--- src/hdl/tcc_pkg.sv ---
// ----------------------------------------------------------------------------
// tcc_pkg
// Shared types, widths and the CORDIC arctangent table for the compass.
// ----------------------------------------------------------------------------
package tcc_pkg;

  localparam int ANGLE_FRAC_BITS_DEF = 7;
  localparam int CORDIC_STEPS_DEF    = 16;

  localparam int Q_DEG   = 24;   // CORDIC angle accumulator fraction bits
  localparam int TAB_LEN = 24;
  localparam int DW      = 62;   // CORDIC x/y datapath width
  localparam int ZW      = 34;   // angle accumulator width
  localparam int IN_W    = 16;
  localparam int PITCH_W = 15;
  localparam int ANG_W   = 16;

  localparam logic signed [ZW-1:0] DEG90_Q  = ZW'(64'd90 << Q_DEG);
  localparam logic signed [ZW-1:0] DEG180_Q = ZW'(64'd180 << Q_DEG);

  // operand pairs handed from front to back
  typedef struct packed {
    logic signed [DW-1:0] pit_y;
    logic signed [DW-1:0] pit_x;
    logic signed [DW-1:0] rol_y;
    logic signed [DW-1:0] rol_x;
    logic signed [DW-1:0] yaw_y;
    logic signed [DW-1:0] yaw_x;
  } fb_item_t;

  // atan(2^-i) in degrees, Q24
  function automatic logic signed [ZW-1:0] atan_q(input int i);
    logic signed [ZW-1:0] v;
    case (i)
      0:       v = ZW'(754974720);
      1:       v = ZW'(445687602);
      2:       v = ZW'(235489088);
      3:       v = ZW'(119537938);
      4:       v = ZW'(60000934);
      5:       v = ZW'(30029717);
      6:       v = ZW'(15018523);
      7:       v = ZW'(7509720);
      8:       v = ZW'(3754917);
      9:       v = ZW'(1877466);
      10:      v = ZW'(938734);
      11:      v = ZW'(469367);
      12:      v = ZW'(234684);
      13:      v = ZW'(117342);
      14:      v = ZW'(58671);
      15:      v = ZW'(29335);
      16:      v = ZW'(14668);
      17:      v = ZW'(7334);
      18:      v = ZW'(3667);
      19:      v = ZW'(1833);
      20:      v = ZW'(917);
      21:      v = ZW'(458);
      22:      v = ZW'(229);
      23:      v = ZW'(115);
      default: v = '0;
    endcase
    return v;
  endfunction

endpackage

--- src/hdl/tcc_queue.sv ---
// ----------------------------------------------------------------------------
// tcc_queue
// Two-entry FIFO between front and back; the back drains it every cycle.
// ----------------------------------------------------------------------------
module tcc_queue (
  input  logic                clk,
  input  logic                rst_n,
  input  logic                push,
  input  tcc_pkg::fb_item_t   push_item,
  output logic                full,
  output logic                pop_valid,
  output tcc_pkg::fb_item_t   pop_item
);
  import tcc_pkg::*;

  fb_item_t    mem_r [2];
  logic        wp_r, wp_nxt;
  logic        rp_r, rp_nxt;
  logic [1:0]  cnt_r, cnt_nxt;
  logic        pop_w;
  logic        push_w;

  assign pop_w  = (cnt_r != 2'd0);
  assign push_w = push && (cnt_r != 2'd2);

  always_comb begin
    wp_nxt  = push_w ? ~wp_r : wp_r;
    rp_nxt  = pop_w ? ~rp_r : rp_r;
    cnt_nxt = cnt_r + 2'(push_w) - 2'(pop_w);
  end

  always_ff @(posedge clk) begin
    if (!rst_n) begin
      wp_r  <= 1'b0;
      rp_r  <= 1'b0;
      cnt_r <= 2'd0;
    end else begin
      wp_r  <= wp_nxt;
      rp_r  <= rp_nxt;
      cnt_r <= cnt_nxt;
    end
  end

  always_ff @(posedge clk) begin
    if (push_w) mem_r[wp_r] <= push_item;
  end

  assign pop_valid = pop_w;
  assign pop_item  = mem_r[rp_r];
  assign full      = (cnt_r == 2'd2);

endmodule

--- config.mk ---
export PLATFORM = sky130hd
export DESIGN_NAME = tcc_queue
export DESIGN_NICKNAME = d
export VERILOG_FILES = /design/src/hdl/tcc_pkg.sv /design/src/hdl/tcc_queue.sv
export SDC_FILE = /design/constraint.sdc
export NUM_CORES = 1
export LEC_CHECK = 0
export CORE_ASPECT_RATIO = 0.6
export CORE_MARGIN = 4
export CORE_UTILIZATION = 40
export CTS_CLUSTER_SIZE = 30
export DETAILED_ROUTE_END_ITERATION = 10
export DONT_BUFFER_PORTS = 1
export SLEW_MARGIN = 20
export SYNTH_ARGS = -nofsm -noshare
export SYNTH_HDL_FRONTEND = slang
export SYNTH_SLANG_ARGS = --single-unit
--- constraint.sdc ---
create_clock -name clk -period 38.6 [get_ports clk]
set_input_delay 1.93 -clock clk [delete_from_list [all_inputs] [get_ports clk]]
set_output_delay 1.93 -clock clk [all_outputs]
set_load 0.05 [all_outputs]
Word-level counts from Yosys, hierarchy flattened. Memories as Yosys holds them, arrays and structs flattened. A register that Yosys moved wholly into a read port is not among the register bits. Index checks and enable logic that the tools add are counted.

Add/sub/neg operators: 2. Equality and inequality tests: 2. Multiplexer cells: 4. Bitwise logic cells: 2. Reductions and logical operators: 2.

Operator list (count): $mux 1 (4); $add 2x1->2 (1); $eq 2x2->1 const B (1); $ne 2x2->1 const B (1); $not 1->1 (2); $reduce_bool 2->1 (1); $sub 2x1->2 (1); $logic_and 1x1->1 (1).

Bits in registers: 4. Memory bits (writable): 744. Output and inout bits: 374. Word-level logic and storage cells: 16. Memories kept: 1.

Memories: mem_r (words 2, width 372, read ports 1, clocked after Yosys merged registers in 1, wr ports 1, line tcc_queue.sv:16) `fb_item_t mem_r [2];`.

Depth between registers and ports, before layout.
Depth after elaboration: 4. Depth in mapped cells: 4. Gate-level depth less buffers: 3.

Worst setup path after synthesis. Ideal clock, no wire load.

Kind: in2reg. Start point: input port push. End point: memory mem_r[0][0] in the netlist's numbering, enable pin. Setup time: 1113 ps. Arrival time: 17398 ps. Path slack: 20089 ps. Cell stages on the path: 2. Path buffers: 0. Path through: nand2_1 -> nor2_1.

Word-level cells in the longest chain between the ends: 3.

RTL lines: start: declaration (line tcc_queue.sv:8) `input logic push,`; $logic_and 1x1->1 (line tcc_queue.sv:24) `assign push_w = push && (cnt_r != 2'd2);`; $mux 1 (line tcc_queue.sv:45) `if (push_w) mem_r[wp_r] <= push_item;`; $mux 1 (implied by the code) (line tcc_queue.sv:45); end: declaration (line tcc_queue.sv:16).

No other way between the ends.

==> impl_metrics.toml <==
[power_and_ir_drop]
ir_drop_v = 0.0000472
p_leak_nw = 9.90
finalPower_mw = 1.85
p_per_area_nw_per_um2 = 60.6

[sta]
slew_viol_final = 0
fmax_mhz = 150
finalHoldViolCount = 0
finalCritPeriodShare_pct = 17.2
setup_viol = 0
fin_tns_setup_ps = 0
max_slew.worst_pin.slew_ps = 1200
rsz0062_at_grt = "false"
skew_ps = 19.3
slew_headroom_pct = 19.9
post-route-min-period_ps = 6650

[cts]
cts_made_buffers = 69
clock_latency_ps = 610
post_cts_buffers = 0
cts-root-buf = "clkbuf_16"
numClockSinks = 749
ctsLongestPathBuffers = 3
cts_hold_buf = 0
path_clk_slew_ps = 60
cts_resized = 0
tritoncts = "built"
htreeDepth = 3

[global_route]
grt_pass1_wl_mm = 79.9
track_usage_pct = 14.9
grt_overflow = 0
grt_max_degree = 159
grt_pass1_vias = 11500
antenna_found_initial = 0

[drt]
wl_per_cell_um = 26.1
ant_nets = 0
drt-vias-per-instance = 5.10
first_pass_iters = 4
drcViolationCount = 0
drt_iter0_drc = 699
num_vias = 11100
wl_mm = 56.6

[placed_design]
place_area_um2 = 28300
gp_congestion = 0.821
portBuffers = 0
dp_cells = 2051
hpwl_mm = 39.1

[finish]
design_area_um2 = 30500
drive_gt1_share_pct = 38.3
fin_cells = 2170
regArea_um2 = 22400
fillers = 5528
n_antenna_cell = 0
area_growth_pct = 11.8
multi_input_area_um2 = 4580
layout.nets = 1598

[worst_setup_path]
cp-start-kind = "register"
cp_max_fo = 76
r2r_start = "cnt_r[0]$_SDFF_PN0_"
worstPathArrival_ps = 4720
ff2ff_setup_slack_ps = 34350
r2r_cells = 5
r2r_end = "mem_r[1][281]$_DFFE_PP_"
crit_required_ps = 36670
path_class = "register to output pin"
endpoint_kind = "output pin"

[die]
dieArea_um2 = 72600
rows = 73
ios = 749
initial_core_util_pct = 40.8
core-area_um2 = 66900
dieHeight_um = 210
die_w_um = 345

[logic_synthesis]
ys_ff_latch = 749
avgSynthCellArea_um2 = 23.2
synth_cell_types = 15
ys_seq_area_share_pct = 82.3
synth_area_um2 = 27300
yosysWarnings = 0
synthCells = 1177
syn-num-nets = 1552

[worst_hold_path]
whs_path_depth = 1
hp-start = "cnt_r[0]$_SDFF_PN0_"
hold_path.class = "register to register"
hold_path_end = "cnt_r[1]$_SDFF_PN0_"

[flow_run]
max-cap-violations = 0

[status]
outcome = "complete, no violations"
==> per-stage QoR <==
| stage | hold slack (ps) | utilization [%] | worst slack (ps) |
|---|---|---|---|
| 2_1_floorplan | 455 | - | 20090 |
| 3_3_place_gp | 489 | 42.3 | 32630 |
| 3_5_place_dp | 506 | 42.3 | 32530 |
| 4_1_cts | 518 | 45.6 | 31840 |
| 5_1_grt | 525 | 45.6 | 31620 |
| 6_report | 524 | 45.6 | 31950 |
==> final cells by class <==
type	count	share of cell area, %
tap	900	3.69
timing repair buffer	16	0.541
sequential	749	73.6
multi-input combinational	386	15.0
clock buffer	84	5.98
inverter	1	0.0123
clock inverter	34	1.18
==> registers in the layout, summed over array words and instances (netlist names), named ones only <==
register / flops
wp_r: 1
mem_r: 744
cnt_r: 2
rp_r: 1
==> how the worst max path moves through the flow <==
| stage | startpoint | depth (start not counted) | end | slack [ps] |
|---|---|---|---|---|
| detailed placement | register | 4 | pop_item[205] | 32530 |
| global route | register | 4 | pop_item[205] | 31620 |
| global placement | register | 4 | pop_item[200] | 32630 |
| CTS | register | 4 | pop_item[205] | 31840 |
| finish | register | 4 | pop_item[205] | 31950 |
| floorplan | push | 2 | mem_r[0][0]$_DFFE_PP_ | 20090 |
==> synthesized netlist by cell type <==
cell type	n	area (um2)
and3_1	4	25.0
buf_2	32	160
buf_6	9	101
dfxtp_1	5	100
edfxtp_1	744	22300
inv_1	1	3.75
mux2_2	292	3290
mux2_4	80	1200
mux2i_1	1	10.0
nand2_1	3	11.3
nand2b_1	2	12.5
nor2_1	1	3.75
o21a_1	1	7.51
or2_2	1	6.26
or3_1	1	6.26
==> cells by family (layout without fill, tap and decap cells) <==
| kind of cell | after synthesis | in the layout | share of synthesized area (%) |
|---|---|---|---|
| DFF | 749 | 749 | 82.3 |
| muxes | 373 | 373 | 16.5 |
| buffers and inverters | 42 | 135 | 0.972 |
| and+or+nand+nor | 12 | 12 | 0.239 |
| AOI/OAI and AO/OA | 1 | 1 | 0.0275 |
==> power breakdown <==
group	internal, mW	switching [mW]
registers	0.948	0.0109
clock network	0.379	0.285
logic	0.0443	0.183
total	1.37	0.479
==> layout by cell type (no fill, tap or decap) <==
| cell | count |
|---|---|
| clkinv_2 | 7 |
| or2_2 | 1 |
| dfxtp_1 | 4 |
| clkinvlp_4 | 4 |
| buf_16 | 1 |
| inv_6 | 5 |
| buf_4 | 13 |
| edfxtp_1 | 744 |
| nand2_1 | 3 |
| clkinv_8 | 2 |
| buf_12 | 2 |
| mux2i_1 | 1 |
| and3_4 | 1 |
| inv_1 | 1 |
| dfxtp_4 | 1 |
| and3_1 | 3 |
| nand2b_1 | 2 |
| o21a_1 | 1 |
| mux2_4 | 80 |
| nor2_4 | 1 |
| clkbuf_1 | 13 |
| mux2_2 | 292 |
| bufinv_16 | 6 |
| clkbuf_16 | 71 |
| clkinv_1 | 10 |
| or3_1 | 1 |
==> routing by layer <==
metal / track usage, % / vias up / part of all wire, %
met5: 0 / - / 0
met4: 4.97 / 0 / 2.8
met3: 8.72 / 102 / 12
met2: 26.8 / 471 / 54
met1: 14.3 / 5696 / 32
li1: - / 4790 / -
==> critical path: stages, from the launching register on <==
cell and delay [ps]:
dfxtp_4 920, buf_4 890, buf_4 750, buf_4 790, mux2_2 550
(Power assumes the default switching activity.)
